--- config.mk ---
export PLATFORM = sky130hd
export DESIGN_NAME = ppt_dot
export DESIGN_NICKNAME = d
export VERILOG_FILES = /design/src/rtl/ppt_pkg.sv /design/src/rtl/ppt_dot.sv
export SDC_FILE = /design/constraint.sdc
export NUM_CORES = 2
export LEC_CHECK = 0
export BUFFER_PORTS_ARGS = -buffer_cell sky130_fd_sc_hd__buf_2
export CORE_MARGIN = 2
export CORE_UTILIZATION = 45
export DETAILED_ROUTE_END_ITERATION = 16
export GPL_ROUTABILITY_DRIVEN = 0
export SLEW_MARGIN = 15
export SYNTH_ARGS = -nofsm -noshare
export SYNTH_HDL_FRONTEND = slang
export SYNTH_SLANG_ARGS = --single-unit
--- constraint.sdc ---
create_clock -name clk_i -period 7.7 [get_ports clk_i]
set_input_delay 0.385 -clock clk_i [delete_from_list [all_inputs] [get_ports clk_i]]
set_output_delay 0.385 -clock clk_i [all_outputs]
set_load 0.03 [all_outputs]
--- src/rtl/ppt_pkg.sv ---
package ppt_pkg;

  // Coefficients are fixed signed 16-bit values, three to a 48-bit register.
  localparam int COEF_BITS    = 16;
  localparam int CFG_WIDTH    = 3 * COEF_BITS;
  localparam int CFG_IDX_BITS = 2;

  localparam int COORD_WIDTH_DEF = 16;
  localparam int FRAC_BITS_DEF   = 8;

  // Identity matrix in Q8.8.
  localparam logic [CFG_WIDTH-1:0] ROW_X_RESET = 48'h0000_0000_0100;
  localparam logic [CFG_WIDTH-1:0] ROW_Y_RESET = 48'h0000_0100_0000;
  localparam logic [CFG_WIDTH-1:0] ROW_W_RESET = 48'h0100_0000_0000;

  typedef enum logic [CFG_IDX_BITS-1:0] {
    REG_ROW_X = 2'd0,
    REG_ROW_Y = 2'd1,
    REG_ROW_W = 2'd2
  } ppt_reg_e;

  // Side information that travels with one quotient through the divider.
  typedef struct packed {
    logic neg;    // quotient is negative
    logic ovf;    // integer part already too large for the output
    logic dzero;  // divisor was zero
    logic npos;   // numerator positive
    logic nneg;   // numerator negative
  } ppt_flags_t;

  // Width of an exact dot product: two coefficient by coordinate products and
  // one coefficient scaled by the fraction, plus growth for the two adds.
  function automatic int ppt_dot_width(input int cw, input int fb);
    int m;
    m = (cw > fb) ? cw : fb;
    return COEF_BITS + m + 2;
  endfunction

endpackage

--- src/rtl/ppt_dot.sv ---
module ppt_dot import ppt_pkg::*; #(
  parameter int COORD_WIDTH = COORD_WIDTH_DEF,
  parameter int FRAC_BITS   = FRAC_BITS_DEF,
  localparam int DW = ppt_dot_width(COORD_WIDTH, FRAC_BITS)
) (
  input  logic                          clk_i,
  input  logic [CFG_WIDTH-1:0]          coef_i,
  input  logic signed [COORD_WIDTH-1:0] x_i,
  input  logic signed [COORD_WIDTH-1:0] y_i,
  output logic signed [DW-1:0]          dot_o
);

  localparam int PW = COEF_BITS + COORD_WIDTH;

  logic signed [COEF_BITS-1:0] c0, c1, c2;
  logic signed [PW-1:0]        p0_d, p1_d;
  logic signed [PW-1:0]        p0_q, p1_q;
  logic signed [COEF_BITS-1:0] c2_q;
  logic signed [DW-1:0]        s0, s1, s2;
  logic signed [DW-1:0]        dot_q;

  assign c0 = coef_i[COEF_BITS-1:0];
  assign c1 = coef_i[2*COEF_BITS-1:COEF_BITS];
  assign c2 = coef_i[3*COEF_BITS-1:2*COEF_BITS];

  assign p0_d = PW'(c0) * PW'(x_i);
  assign p1_d = PW'(c1) * PW'(y_i);

  always_ff @(posedge clk_i) begin
    p0_q <= p0_d;
    p1_q <= p1_d;
    c2_q <= c2;
  end

  // The constant term multiplies the homogeneous 1, which sits at FRAC_BITS.
  assign s0 = DW'(p0_q);
  assign s1 = DW'(p1_q);
  assign s2 = DW'(c2_q) <<< FRAC_BITS;

  always_ff @(posedge clk_i) begin
    dot_q <= s0 + s1 + s2;
  end

  assign dot_o = dot_q;

endmodule

**Word level (Yosys, flattened, before mapping)**

Index checks and enable logic that the tools add are counted.

- Input port bits: 81
- Bits in registers: 114
- Logic and storage cells: 8
- Output and inout bits: 34

- Multiply operators: 2
- Add/subtract/negate cells: 2

Operators with widths:

| cell | number |
|---|---|
| $mul 16x16->32 | 2 |
| $add 33x24->34 | 1 |
| $add 32x32->33 | 1 |

**Depth between registers and ports, before layout**

- Depth after elaboration: 2
- Mapped depth: 23
- Depth with buffers taken out: 22

**Worst setup path before layout**

OpenSTA, ideal clock, no wires.

- Path kind: in2reg
- Start: input port coef_i[31]
- End: register p1_q[31]
- Required time: 7628 ps
- Data arrival time: 6034 ps
- Library setup time: 72 ps
- Stages on the path: 20
- Slack: 1594 ps
- Path buffers: 1
- Cell sequence: clkbuf_1 > nand2_1 > inv_1 > fa_1 > fa_1 > fa_1 > fa_1 > fa_1 > inv_1 > fa_1 > inv_1 > ha_1 > nand2_1 > a31oi_1 > a2111oi_0 > o311ai_0 > a41o_1 > a31o_2 > a21oi_1 > xnor2_1

- Longest elaborated chain between the ends: 1

Ends and longest elaborated chain:

| element | line | text |
|---|---|---|
| from (decl) | ppt_dot.sv:7 | `input logic [CFG_WIDTH-1:0] coef_i,` |
| $mul 16x16->32 | ppt_dot.sv:27 | `assign p1_d = PW'(c1) * PW'(y_i);` |
| net p1_d[31] | ppt_dot.sv:16 | `logic signed [PW-1:0] p0_d, p1_d;` |
| to (signal assigned) | ppt_dot.sv:31 | `p1_q <= p1_d;` |
| to (decl) | ppt_dot.sv:17 | `logic signed [PW-1:0] p0_q, p1_q;` |

The timed path passes the listed nets, and every way through them passes these cells.

**Worst setup path in the final report**

- Start: input port y_i[1]
- End: register p1_q[31]

- Longest elaborated chain between the ends: 1

Ends and longest elaborated chain:

| element | line | text |
|---|---|---|
| from (decl) | ppt_dot.sv:9 | `input logic signed [COORD_WIDTH-1:0] y_i,` |
| $mul 16x16->32 | ppt_dot.sv:27 |  |
| net p1_d[31] | ppt_dot.sv:16 |  |

The timed path passes the listed nets, and every way through them passes these cells.

==> flow_summary.ini <==
[route]
vias_per_cell = 5.16
wire_per_inst_um = 16.0
ant_nets = 0
finalWirelength_mm = 52.9
num_vias = 17036
drt_iter0_drc = 1060
drtPass1Iterations = 7
drcViolationCount = 0

[place]
pre_cts_ws_ns = 0.925
port_buffers = 114
hpwlAfterDp_mm = 44.5
numPlacedInstances = 3269

[cts]
cts_buffers = 17
post-cts-setup-buffers = 0
clock_path_buffers = 2
clk_pin_slew_ns = 0.06
cts_resized = 0
hold_buffers = 0
clock_sinks = 114
cts_max_level = 4
cts_tree = done
ctsRootBufferMaster = clkbuf_16
clkLatencyLatePin_ns = 0.43

[floorplanning]
start_util_pct = 45.8
dieArea_um2 = 55500
fp.dieH_um = 236
rows = 84
fp.coreArea_um2 = 52800
fp.dieW_um = 236
io_pins = 115

[logic_synthesis]
synth.largest_area_cell = fa_1
synth_cells = 2537
ys_ff_latch = 114
netlist_area_um2 = 24100
synth.area.top_cells = fa_1 (46%), ha_1 (11%), dfxtp_1 (9.5%)
synthArstFlopShare_pct = 0
syn-num-nets = 3371
avgSynthCellArea_um2 = 9.52
ys_seq_area_share_pct = 9.45
synth_cell_type_count = 73
ys.flop_type = dfxtp_1
synth_top_area_share_pct = 45.5
yosys_warnings = 0
synth_edf_count = 0

[grt]
grt_pass1_wl_mm = 91.2
globalRouteOverflowTotal = 0
antenna_found_initial = 3
grt_max_degree = 17
gr-usage-all-layers_pct = 20.4
first_global_vias = 18775

[job]
cap_violations = 0

[sta]
tightest_slew_ns = 0.741
maxSlewHeadroom_pct = 49.3
fmax_ghz = 0.156
fin_crit_sh_pct = 83.3
layout_min_cycle_time_ns = 6.41
finalClockSkew_ns = 0.0127
maxSlewViolCount = 0
finalSetupTns_ns = 0
finalSetupViolCount = 0
finalHoldViolations = 0
layout_setup_ws_ns = 1.29
grt_setup_unrepaired = false

[cells_and_area]
diodes = 0
multiInputGateArea_um2 = 19400
drive_gt1_share_pct = 6.54
area_growth_syn_to_layout_pct = 7.43
final_nets = 3434
layout_commonest_cell = inv_1
final_cell_mix = inv_1 (588), fa_1 (549), nand2_1 (271), and2_1 (247), ha_1 (204)
seqCellArea_um2 = 2280
nFillCells = 4978
fin_cells = 3301

[worst_setup_path]
reg2reg_from = p0_q[1]
critical_path_arrival_ns = 6.77
path_class = in -> reg
startpoint = y_i[1]
cp-end-kind = flop
path_max_fanout = 16
start_kind = primary input
cp.required_ns = 8.05

[worst_hold_path]
hold_path_class = in -> reg
min-delay-start = coef_i[34]

[outcome]
status = completed
==> flip-flops by register name (all words and copies together) (netlist names) <==
signal  cells
c2_q       16
dot_o      34
p0_q       32
p1_q       32
==> cell type report <==
| type | instances | share of cell area [%] |
|---|---|---|
| Clock buffer | 19 | 1.75 |
| Clock inverter | 13 | 0.661 |
| Inverter | 588 | 8.51 |
| Multi-Input combinational cell | 1765 | 74.8 |
| Sequential cell | 114 | 8.80 |
| Tap cell | 688 | 3.32 |
| Timing Repair Buffer | 114 | 2.20 |
==> synthesized netlist by cell type (3+ instances only) <==
cell type  instances
or2_2              4
a31oi_1            4
inv_1            588
o21a_1             8
o311ai_0           3
and3_1             6
nand2_1          271
o31ai_1            3
xnor2_1           69
a41o_1             4
a211o_1            4
buf_1              3
a2111oi_0          3
clkbuf_1          67
nor2_1            76
ha_1             204
nor3_1            15
dfxtp_1          114
xor2_1            21
nand3_1           13
and2_1           247
a21oi_1           69
fa_1             549
or3_1              4
o21bai_1          10
nand4_1            8
a211oi_1          13
nand3b_1           4
o211ai_1           9
nand2b_1          18
a21oi_2            4
nor2b_1            8
o21ai_0           33
a21o_1            27
o21ai_1            5
==> cells by family after synthesis <==
logic type,synth area share [%]
xor+xnor,3.27
compound gates,6.90
simple gates,14.0
fa+ha+maj,56.1
flops,9.45
buf+inv,10.2
mux,0.0415
==> worst max-delay path: stages <==
cell       delay, ns
buf_2           0.27
nand2_1         0.16
inv_1           0.14
fa_1            0.55
fa_1            0.91
fa_1            0.53
fa_1            0.51
fa_1            0.49
inv_1           0.05
fa_1            0.47
inv_1           0.04
ha_1            0.34
nand2_1         0.11
a31oi_1         0.06
a2111oi_0       0.66
o311ai_0        0.26
a41o_1          0.28
a31o_2          0.23
a21oi_1         0.17
xnor2_1         0.13
==> metrics by stage <==
step                area, um^2  util, %  hold WS (ns)
finish                   25900     49.2        0.0602
global route             25900     49.2        0.0393
CTS                      25900     49.2        0.0417
detailed placement       25300     48.0         0.439
global placement         25300     48.0         0.434
floorplan                24100        -         0.413
==> path summary, 6_finish.rpt <==
path         cells past startpoint   endpoint  slack, ns
min reg2reg                      1   dot_o[0]       0.47
max reg2reg                     10  dot_o[31]       4.17
min                              1    c2_q[2]       0.06
max                             20   p1_q[31]       1.29
==> routing by layer <==
metal	vias to the layer above	GRT usage, %	share of wire, %
met5	-	0	0.025
li1	7748	-	-
met2	397	36.5	52
met4	2	4.90	2.1
met3	80	2.58	4.5
met1	8809	26.3	42
Power is not shown: default switching activity piles up to over one toggle a cycle in this logic, so the estimate is an artifact.
