### config.mk
export PLATFORM = sky130hd
export DESIGN_NAME = ppt_div_lane
export DESIGN_NICKNAME = d
export VERILOG_FILES = /design/src/rtl/ppt_pkg.sv /design/src/rtl/ppt_div_cell.sv /design/src/rtl/ppt_div_lane.sv
export SDC_FILE = /design/constraint.sdc
export NUM_CORES = 2
export LEC_CHECK = 0
export BUFFER_PORTS_ARGS = -buffer_cell sky130_fd_sc_hd__buf_4
export CORE_ASPECT_RATIO = 0.5
export CORE_MARGIN = 10
export CORE_UTILIZATION = 40
export CTS_CLUSTER_DIAMETER = 200
export DETAILED_ROUTE_END_ITERATION = 10
export PLACE_DENSITY = 0.61
export SLEW_MARGIN = 20
export SYNTH_ARGS = -nofsm -noshare
export SYNTH_HDL_FRONTEND = slang
export SYNTH_SLANG_ARGS = --single-unit
export TNS_END_PERCENT = 10
### constraint.sdc
create_clock -name clk_i -period 4.51 [get_ports clk_i]
set_input_delay 1.353 -clock clk_i [delete_from_list [all_inputs] [get_ports clk_i]]
set_output_delay 1.353 -clock clk_i [all_outputs]
set_load 0.02 [all_outputs]
### src/rtl/ppt_pkg.sv
package ppt_pkg;

  // Coefficients are fixed signed 16-bit values, three to a 48-bit register.
  localparam int COEF_BITS    = 16;
  localparam int CFG_WIDTH    = 3 * COEF_BITS;
  localparam int CFG_IDX_BITS = 2;

  localparam int COORD_WIDTH_DEF = 16;
  localparam int FRAC_BITS_DEF   = 8;

  // Identity matrix in Q8.8.
  localparam logic [CFG_WIDTH-1:0] ROW_X_RESET = 48'h0000_0000_0100;
  localparam logic [CFG_WIDTH-1:0] ROW_Y_RESET = 48'h0000_0100_0000;
  localparam logic [CFG_WIDTH-1:0] ROW_W_RESET = 48'h0100_0000_0000;

  typedef enum logic [CFG_IDX_BITS-1:0] {
    REG_ROW_X = 2'd0,
    REG_ROW_Y = 2'd1,
    REG_ROW_W = 2'd2
  } ppt_reg_e;

  // Side information that travels with one quotient through the divider.
  typedef struct packed {
    logic neg;    // quotient is negative
    logic ovf;    // integer part already too large for the output
    logic dzero;  // divisor was zero
    logic npos;   // numerator positive
    logic nneg;   // numerator negative
  } ppt_flags_t;

  // Width of an exact dot product: two coefficient by coordinate products and
  // one coefficient scaled by the fraction, plus growth for the two adds.
  function automatic int ppt_dot_width(input int cw, input int fb);
    int m;
    m = (cw > fb) ? cw : fb;
    return COEF_BITS + m + 2;
  endfunction

endpackage

### src/rtl/ppt_div_cell.sv
module ppt_div_cell import ppt_pkg::*; #(
  parameter int COORD_WIDTH = COORD_WIDTH_DEF,
  parameter int FRAC_BITS   = FRAC_BITS_DEF,
  localparam int DW = ppt_dot_width(COORD_WIDTH, FRAC_BITS)
) (
  input  logic                   clk_i,
  input  logic [DW-1:0]          rem_i,
  input  logic [DW-1:0]          den_i,
  input  logic [COORD_WIDTH-1:0] low_i,
  input  logic [COORD_WIDTH-1:0] quo_i,
  input  ppt_flags_t             flags_i,
  output logic [DW-1:0]          rem_o,
  output logic [DW-1:0]          den_o,
  output logic [COORD_WIDTH-1:0] low_o,
  output logic [COORD_WIDTH-1:0] quo_o,
  output ppt_flags_t             flags_o
);

  logic [DW:0]   trial;
  logic [DW:0]   den_ext;
  logic          fits;
  logic [DW:0]   rem_next;

  // One restoring step: bring down the next dividend bit and try a subtract.
  assign trial    = {rem_i, low_i[COORD_WIDTH-1]};
  assign den_ext  = {1'b0, den_i};
  assign fits     = (trial >= den_ext);
  assign rem_next = fits ? (trial - den_ext) : trial;

  always_ff @(posedge clk_i) begin
    rem_o   <= rem_next[DW-1:0];
    den_o   <= den_i;
    low_o   <= low_i << 1;
    quo_o   <= {quo_i[COORD_WIDTH-2:0], fits};
    flags_o <= flags_i;
  end

endmodule

### src/rtl/ppt_div_lane.sv
module ppt_div_lane import ppt_pkg::*; #(
  parameter int COORD_WIDTH = COORD_WIDTH_DEF,
  parameter int FRAC_BITS   = FRAC_BITS_DEF,
  localparam int DW = ppt_dot_width(COORD_WIDTH, FRAC_BITS)
) (
  input  logic                          clk_i,
  input  logic signed [DW-1:0]          num_i,
  input  logic signed [DW-1:0]          den_i,
  output logic signed [COORD_WIDTH-1:0] res_o,
  output logic                          sat_o,
  output logic                          zero_o
);

  localparam int NW   = DW + FRAC_BITS;
  localparam int HW   = NW - COORD_WIDTH;
  localparam int CMPW = (HW > DW) ? HW : DW;

  localparam logic [COORD_WIDTH-1:0] NEG_LIM = COORD_WIDTH'(1) << (COORD_WIDTH - 1);
  localparam logic [COORD_WIDTH-1:0] POS_LIM = NEG_LIM - COORD_WIDTH'(1);

  // Sign and magnitude.
  logic [DW-1:0] un_d, ud_d;
  logic [DW-1:0] un_q, ud_q;
  ppt_flags_t    fl1_d, fl1_q;

  assign un_d = num_i[DW-1] ? DW'(-num_i) : DW'(num_i);
  assign ud_d = den_i[DW-1] ? DW'(-den_i) : DW'(den_i);

  always_comb begin
    fl1_d       = '0;
    fl1_d.neg   = num_i[DW-1] ^ den_i[DW-1];
    fl1_d.dzero = (den_i == '0);
    fl1_d.npos  = !num_i[DW-1] && (num_i != '0);
    fl1_d.nneg  = num_i[DW-1];
  end

  always_ff @(posedge clk_i) begin
    un_q  <= un_d;
    ud_q  <= ud_d;
    fl1_q <= fl1_d;
  end

  // The scaled dividend splits into a high part, checked against the divisor
  // for overflow, and COORD_WIDTH low bits that the cells bring down one by one.
  logic [NW-1:0]   dvd;
  logic [HW-1:0]   hi;
  ppt_flags_t      fl2_d;

  logic [DW-1:0]          rem_w   [COORD_WIDTH+1];
  logic [DW-1:0]          den_w   [COORD_WIDTH+1];
  logic [COORD_WIDTH-1:0] low_w   [COORD_WIDTH+1];
  logic [COORD_WIDTH-1:0] quo_w   [COORD_WIDTH+1];
  ppt_flags_t             flags_w [COORD_WIDTH+1];

  assign dvd = NW'(un_q) << FRAC_BITS;
  assign hi  = dvd[NW-1:COORD_WIDTH];

  always_comb begin
    fl2_d     = fl1_q;
    fl2_d.ovf = (CMPW'(hi) >= CMPW'(ud_q));
  end

  always_ff @(posedge clk_i) begin
    rem_w[0]   <= DW'(hi);
    den_w[0]   <= ud_q;
    low_w[0]   <= dvd[COORD_WIDTH-1:0];
    quo_w[0]   <= '0;
    flags_w[0] <= fl2_d;
  end

  for (genvar k = 0; k < COORD_WIDTH; k++) begin : g_cell
    ppt_div_cell #(
      .COORD_WIDTH(COORD_WIDTH),
      .FRAC_BITS  (FRAC_BITS)
    ) u_cell (
      .clk_i  (clk_i),
      .rem_i  (rem_w[k]),
      .den_i  (den_w[k]),
      .low_i  (low_w[k]),
      .quo_i  (quo_w[k]),
      .flags_i(flags_w[k]),
      .rem_o  (rem_w[k+1]),
      .den_o  (den_w[k+1]),
      .low_o  (low_w[k+1]),
      .quo_o  (quo_w[k+1]),
      .flags_o(flags_w[k+1])
    );
  end

  // Clip, apply the sign, and handle a zero divisor.
  ppt_flags_t             fl_end;
  logic [COORD_WIDTH-1:0] q_end;
  logic [COORD_WIDTH-1:0] lim;
  logic                   clip;
  logic [COORD_WIDTH-1:0] mag;
  logic [COORD_WIDTH-1:0] res_d;
  logic                   sat_d;

  assign fl_end = flags_w[COORD_WIDTH];
  assign q_end  = quo_w[COORD_WIDTH];
  assign lim    = fl_end.neg ? NEG_LIM : POS_LIM;
  assign clip   = fl_end.ovf || (q_end > lim);
  assign mag    = clip ? lim : q_end;

  always_comb begin
    if (fl_end.dzero) begin
      sat_d = 1'b0;
      if (fl_end.npos) begin
        res_d = POS_LIM;
      end else if (fl_end.nneg) begin
        res_d = NEG_LIM;
      end else begin
        res_d = '0;
      end
    end else begin
      sat_d = clip;
      res_d = fl_end.neg ? (COORD_WIDTH'(0) - mag) : mag;
    end
  end

  always_ff @(posedge clk_i) begin
    res_o  <= res_d;
    sat_o  <= sat_d;
    zero_o <= fl_end.dzero;
  end

endmodule

Yosys cells after proc, flatten, opt, wreduce, memory -nomap -nowiden
Index checks and enable logic that the tools add are counted.
{"block": "totals", "mem_bits_rw": 0, "out_inout_bits": 18, "reg_bits": 1427, "rom_bits": 0, "memories": 0, "in_bits": 69, "latch_bits": 0, "elab_cells": 225}
{"block": "classes", "n_div": 0, "n_addsub": 18, "shifts": 0, "muxes": 23, "order_cmp": 18, "bitwise_logic": 1, "mul": 0, "reduce_logical": 5, "eq_ne": 0}
{"op": "35-bit by 34-bit greater-or-equal comparator with 1-bit output", "n": 15}
{"op": "34-bit 2-to-1 mux", "n": 14}
{"op": "34-bit subtractor", "n": 14}
{"op": "16-bit 2-to-1 mux", "n": 6}
{"op": "34-bit negation", "n": 2}
{"op": "33-bit 2-to-1 mux", "n": 2}
{"op": "26-bit by 34-bit greater-or-equal comparator with 1-bit output", "n": 1}
{"op": "27-bit by 34-bit greater-or-equal comparator with 1-bit output", "n": 1}
{"op": "34-bit zero test", "n": 1}
{"op": "34-bit nonzero test", "n": 1}
{"op": "27-bit by 34-bit subtractor with 34-bit output", "n": 1}
{"op": "27-bit 2-to-1 mux", "n": 1}
{"op": "16-bit greater-than comparator", "n": 1}
{"op": "1-bit by 16-bit subtractor with 16-bit output, first input constant", "n": 1}
{"op": "1-bit logical AND", "n": 1}
{"op": "1-bit zero test", "n": 1}
{"op": "1-bit logical OR", "n": 1}
{"op": "1-bit bitwise XOR", "n": 1}

Depth between registers and ports, before layout
{"block": "logic_depth", "depth_word": 7, "mapped_depth": 22, "ltp_nobuf": 18}

Modules after synthesis
A second synthesis with hierarchy kept.
{"block": "hier_totals", "hier_cells": 8324, "hier_area_um2": 77897.2}
{"mod": "ppt_div_cell at g_cell[10].u_cell ...", "area_each_um2": 4465.5, "cells_each": 485, "n_inst": 12, "seq_area_each_um2": 2082.0}
{"mod": "ppt_div_cell at g_cell[0].u_cell ...", "area_each_um2": 4493.1, "cells_each": 466, "n_inst": 3, "seq_area_each_um2": 2082.0}
{"mod": "ppt_div_lane", "area_each_um2": 6346.1, "cells_each": 616, "n_inst": 1, "seq_area_each_um2": 3263.1}
{"mod": "ppt_div_cell at g_cell[2].u_cell", "area_each_um2": 4485.6, "cells_each": 490, "n_inst": 1, "seq_area_each_um2": 2082.0}

Worst setup path before layout
Ideal clock, no wire load.
{"block": "synth_timing", "path_type": "register to register", "startpoint": "register g_cell[15].u_cell.flags_o[4] (netlist name)", "endpoint": "register res_o[14]", "setup_time_ns": 0.060, "stages_incl_launch_ff": 19, "required_time_ns": 4.450, "synth_period_minus_slack_ns": 4.496, "path_buffers": 4, "t_arrival_ns": 4.436, "path_slack_ns": 0.014, "cell_sequence": "dfxtp_1 > clkbuf_1 > clkinv_1 > clkbuf_1 > ha_1 > nand4_1 > or2_2 > o32ai_1 > nand2b_1 > clkbuf_1 > o21ai_0 > ha_1 > clkbuf_1 > or4b_2 > nand3_1 > o21ai_0 > a21oi_1 > o21ai_0 > nand2_1"}
{"block": "synth_between", "elab_chain_cells": 7}
{"element": "from (decl)", "line": "ppt_div_cell.sv:16", "rtl": "output ppt_flags_t flags_o"}
{"element": "from (signal assigned)", "line": "ppt_div_cell.sv:35", "rtl": "flags_o <= flags_i;"}
{"element": "16-bit 2-to-1 mux", "line": "ppt_div_lane.sv:101", "rtl": "assign lim = fl_end.neg ? NEG_LIM : POS_LIM;"}
{"element": "16-bit greater-than comparator", "line": "ppt_div_lane.sv:102", "rtl": "assign clip = fl_end.ovf || (q_end > lim);"}
{"element": "1-bit logical OR", "line": "ppt_div_lane.sv:102"}
{"element": "16-bit 2-to-1 mux", "line": "ppt_div_lane.sv:103", "rtl": "assign mag = clip ? lim : q_end;"}
{"element": "1-bit by 16-bit subtractor with 16-bit output", "line": "ppt_div_lane.sv:117", "rtl": "res_d = fl_end.neg ? (COORD_WIDTH'(0) - mag) : mag;"}
{"element": "16-bit 2-to-1 mux *", "line": "ppt_div_lane.sv:117"}
{"element": "16-bit 2-to-1 mux *", "line": "ppt_div_lane.sv:106", "rtl": "if (fl_end.dzero) begin"}
{"element": "named net res_d[14]", "line": "ppt_div_lane.sv:96", "rtl": "logic [COORD_WIDTH-1:0] res_d;"}
{"element": "to (signal assigned)", "line": "ppt_div_lane.sv:122", "rtl": "res_o <= res_d;"}
{"element": "to (decl)", "line": "ppt_div_lane.sv:9", "rtl": "output logic signed [COORD_WIDTH-1:0] res_o,"}
Mark *: on every way through the listed nets, which the timed path passes. The rest lies on a longest branch.
A chain may end at the register's enable or synchronous reset.

Worst setup path after layout
Same ends and word-level chain as after synthesis.

==> results summary <==
The launching point of the worst reg2reg path is g_cell[15].u_cell.flags_o[4]$_DFF_P_. The number of rows in the core area came out at 104. The tightest hold margin is 280 ps. The clock transition at the register clock pins on the worst setup and hold paths after CTS came out at 70 ps. The data required time of the worst path came out at 5230 ps. The die is 590 microns wide.

The share of cells above drive strength 1 came out at 0.0848. The first-pass GRT wire length is 230000 microns. TritonCTS built the clock tree. The share of the Yosys chip area taken by registers is 0.439. The top cell type by total area after synthesis is dfxtp_1. The kind of critical path is reg -> reg. For hold timing, the worst endpoint is g_cell[5].u_cell.quo_o[3]$_DFF_P_. Port buffering added 86 buffers. Counting cells, the worst reg-to-reg path comes to 17. The final cell area excluding filler cells came out at 72900 sq um.

After detailed routing, the number of vias per cell comes to 4.97. In this run the critical register-to-register path is captured at res_o[14]$_DFF_P_. Measured on the finished design, the core utilization comes to 0.452.

Dividing the detail-routed wire length by the instance count gives 15.0 microns. The net switching share of the total power came out at 0.374. The net switching power came out at 0.0204 W. The area overhead of the layout relative to synthesis came out at 12.0%. The worst hold path stage count came out at 0. The delay of the slowest cell on the worst path came out at 610 ps. The number of antenna violations at the first check in global routing is 1. The leakage component of the power is 33.2 nW. The maximum number of pins on one net before global-route repair is 65.

CTS built an H-tree with a depth of 4. Setup violations remaining at the end of the flow were counted as 0. The total DRC errors in the routed layout is 0. The run finished with clean final reports.

The synthesis warning total is 0. Buffers inserted to repair hold after CTS numbered 0. The leftover overflow at the end of global routing is 0. The number of buffers on the longest clock path is 4.

The number of iterations in the first detailed-routing pass is 6. The largest fanout of any net on the critical path came out at 31. The final routed wirelength across all metal layers is 141000 microns. STA classifies the critical path startpoint as a flop.

Detailed placement finished with a half-perimeter wire length of 110000 microns. The floorplan step set the die height to 305 microns. The count of endpoints failing hold in the final timing report is 0. Counting flops with an async set or reset pin after synthesis yields a share of 0. The worst clock skew is 56.7 ps. The via count of the first global-routing pass came to 45400. The part of the power in registers is 0.328. For this run, the total global-route usage over all layers was measured as 0.151. The number of top-level pins is 87.

The synthesized instance count came out at 6973. The root buffer cell chosen for the clock tree is clkbuf_16. TritonCTS created 141 clock buffers.

The routed layout has 46400 vias. The tool flagged a number of max-cap violations equal to 0. Including well taps, the total number of placed cells is 9115.

The netlist uses 88 different library cells. In this run, synthesis inferred 0 flip-flops with an integrated enable. Dividing the final minimum period by the clock period gives 0.902. The number of standard cells in the final layout excluding fillers is 9352. The weighted congestion reported at the end of routability-driven placement is 0.936. For this run, the post-layout net count is 7750. The number of setup buffers added after CTS is 0. The source-to-sink clock delay at the later pin of the worst-skew pair is 790 ps. The worst setup path is captured at a flop. Setup repair after global routing left no endpoint under its margin.

The final critical-path required period is 4070 ps. Among the stages of the critical path, the cell type that occurs most often is o21ai_0. At the pin with the least slew margin, the transition time is 980 ps. The placed instance area is 68300 sq um. Once detail routing completed, the nets flagged for antenna violations numbered 0. After synthesis, the most frequently instantiated cells are dfxtp_1 (1427), inv_1 (720), ha_1 (581).

A synthesized cell averages 9.33 sq um. Across the VDD grid, the largest voltage drop is 362 uV. The floorplan step defined a die boundary enclosing 180000 sq um. The final max-slew violation count came out at 0. The slowest stage of the critical path is the or4b_2 cell. Summing every instance area after synthesis gives 65100 sq um. The number of storage elements in the synthesis netlist came out at 1427. The startpoint identified for the worst hold timing path is g_cell[4].u_cell.quo_o[2]$_DFF_P_.

The flip-flop cell with the highest count after synthesis is dfxtp_1. The number of diodes is 0. The starting density of the core came out at 0.403. Of the total power, the clock network draws 0.213. The logic gate share of total power came out at 0.460. Internal power comes to 0.0342 W.

The detailed router finished its first iteration with 2520 violations. The worst hold path belongs to the class reg -> reg. The power density of the placed cells is 750 nW/um^2. The number of fill cells came out at 15400. The worst-case headroom to the max-slew limit is 0.347. The synthesized net count came out at 7638. Sorting the synthesized cells by area gives the leading types as dfxtp_1 (44%), ha_1 (11%), inv_1 (4.2%), xnor2_1 (4.1%), a21oi_1 (3.9%). The sum of negative setup slack came out at 0 ps. The reg-to-reg setup timing slack came out at 440 ps.

The number of sinks handled by clock tree synthesis came out at 1427. The number of resized instances in the post-cts repair step is 0. In the post-synthesis netlist, the cell with the most instances is dfxtp_1.

The fraction of post-synthesis cell area in the top cell type by area is 0.439. At the worst endpoint, the arrival time is 4790 ps. After floorplanning, the core was sized to cover 161000 sq um.

Walking the worst path, the cells encountered are buf_4, ha_1, nor2b_1, o21a_1, o21a_1, o21bai_1, a21oi_1, o32ai_1, nand2b_1, o21ai_0, ha_1, or4b_2, nand3_1, o21ai_0, a21oi_1, o21ai_0, nand2_1. The upper clock frequency limit came out at 246 MHz.
sequential cells by signal, indices dropped and copies added (netlist names):
name,count
den_w,34
fl1_q,4
flags_w,5
g_cell.u_cell.den_o,510
g_cell.u_cell.flags_o,80
g_cell.u_cell.low_o,28
g_cell.u_cell.quo_o,136
g_cell.u_cell.rem_o,510
low_w,8
rem_w,26
res_o,16
sat_o,1
ud_q,34
un_q,34
zero_o,1
area by class of cell:
cell class	count	area, sq um	share of cell area
multi-input cells	4665	33200	0.456
flip-flops and latches	1427	28600	0.392
clock buffers	186	3940	0.0541
inverters	725	2720	0.0373
well taps	2173	2720	0.0373
repair buffers	125	1060	0.0146
clock inverters	51	613	0.00841
placed cells by master (no fill, tap or decap), types with 42 or more instances in the layout:
master	synthesis	final
nand4_1	79	79
xor2_1	167	167
clkbuf_16	0	143
o21bai_1	45	45
nand3_1	118	118
and3_1	44	44
a21oi_1	509	508
nor3_1	94	94
a31oi_1	62	59
xnor2_1	303	303
o31ai_1	60	60
nand2b_1	76	76
ha_1	581	581
dfxtp_1	1427	1427
buf_4	0	115
inv_1	720	720
mux2_2	182	182
o21ai_0	467	467
a21o_1	273	273
nand2_1	515	515
nor2_1	359	359
nor4_1	42	42
nor2b_1	77	77
o21a_1	70	70
power by group through the flow:
stage / Clock [W] / Combinational (W) / Sequential (W)
CTS: 0.0120 / 0.0251 / 0.0179
detailed placement: 0 / 0.0249 / 0.0182
finish: 0.0116 / 0.0251 / 0.0179
floorplan: 0 / 0.0199 / 0.0174
global placement: 0 / 0.0247 / 0.0182
global route: 0.0125 / 0.0283 / 0.0183
per-layer routing:
metal / global-route usage / part of all wire / vias to the layer above
met1: 0.199 / 0.49 / 20800
met2: 0.248 / 0.44 / 932
met3: 0.0236 / 0.038 / 283
met4: 0.0567 / 0.038 / 0
li1: - / - / 24500
met5: 0 / 0 / -
critical path: cells and delay by family, from the launching register on:
kind	cells	cell delay, ps
buffers and inverters	1	320
adders and majority gates	2	700
AOI/OAI and AO/OA	9	1410
and+or+nand+nor	5	1210
DFF	1	340
per-stage QoR:
stage               worst slack (ps)  power, W
floorplan                       13.8    0.0372
global placement                 158    0.0428
detailed placement               185    0.0431
CTS                              462    0.0549
global route                    89.6    0.0590
finish                           441    0.0546
cells by family after synthesis:
group / synth area share
DFF: 0.439
buffers and inverters: 0.0514
and+or+nand+nor: 0.116
muxes: 0.0343
AOI/OAI and AO/OA: 0.179
xor gates and xnor gates: 0.0633
adders and majority gates: 0.116
worst max path at each step:
| stage | startpoint | to | slack, ps | depth (start not counted) |
|---|---|---|---|---|
| 3_5_place_dp | den_i[5] | ud_q[30]$_DFF_P_ | 190 | 11 |
| 4_1_cts | g_cell[9].u_cell.den_o[3]$_DFF_P_ | g_cell[10].u_cell.rem_o[11]$_DFF_P_ | 460 | 12 |
| 2_1_floorplan | g_cell[15].u_cell.flags_o[4]$_DFF_P_ | res_o[14]$_DFF_P_ | 10 | 18 |
| 5_1_grt | g_cell[11].u_cell.den_o[10]$_DFF_P_ | g_cell[12].u_cell.rem_o[4]$_DFF_P_ | 90 | 12 |
| 3_3_place_gp | den_i[5] | ud_q[30]$_DFF_P_ | 160 | 11 |
| 6_report | g_cell[15].u_cell.flags_o[4]$_DFF_P_ | res_o[14]$_DFF_P_ | 440 | 17 |
(Power assumes the default switching activity.)
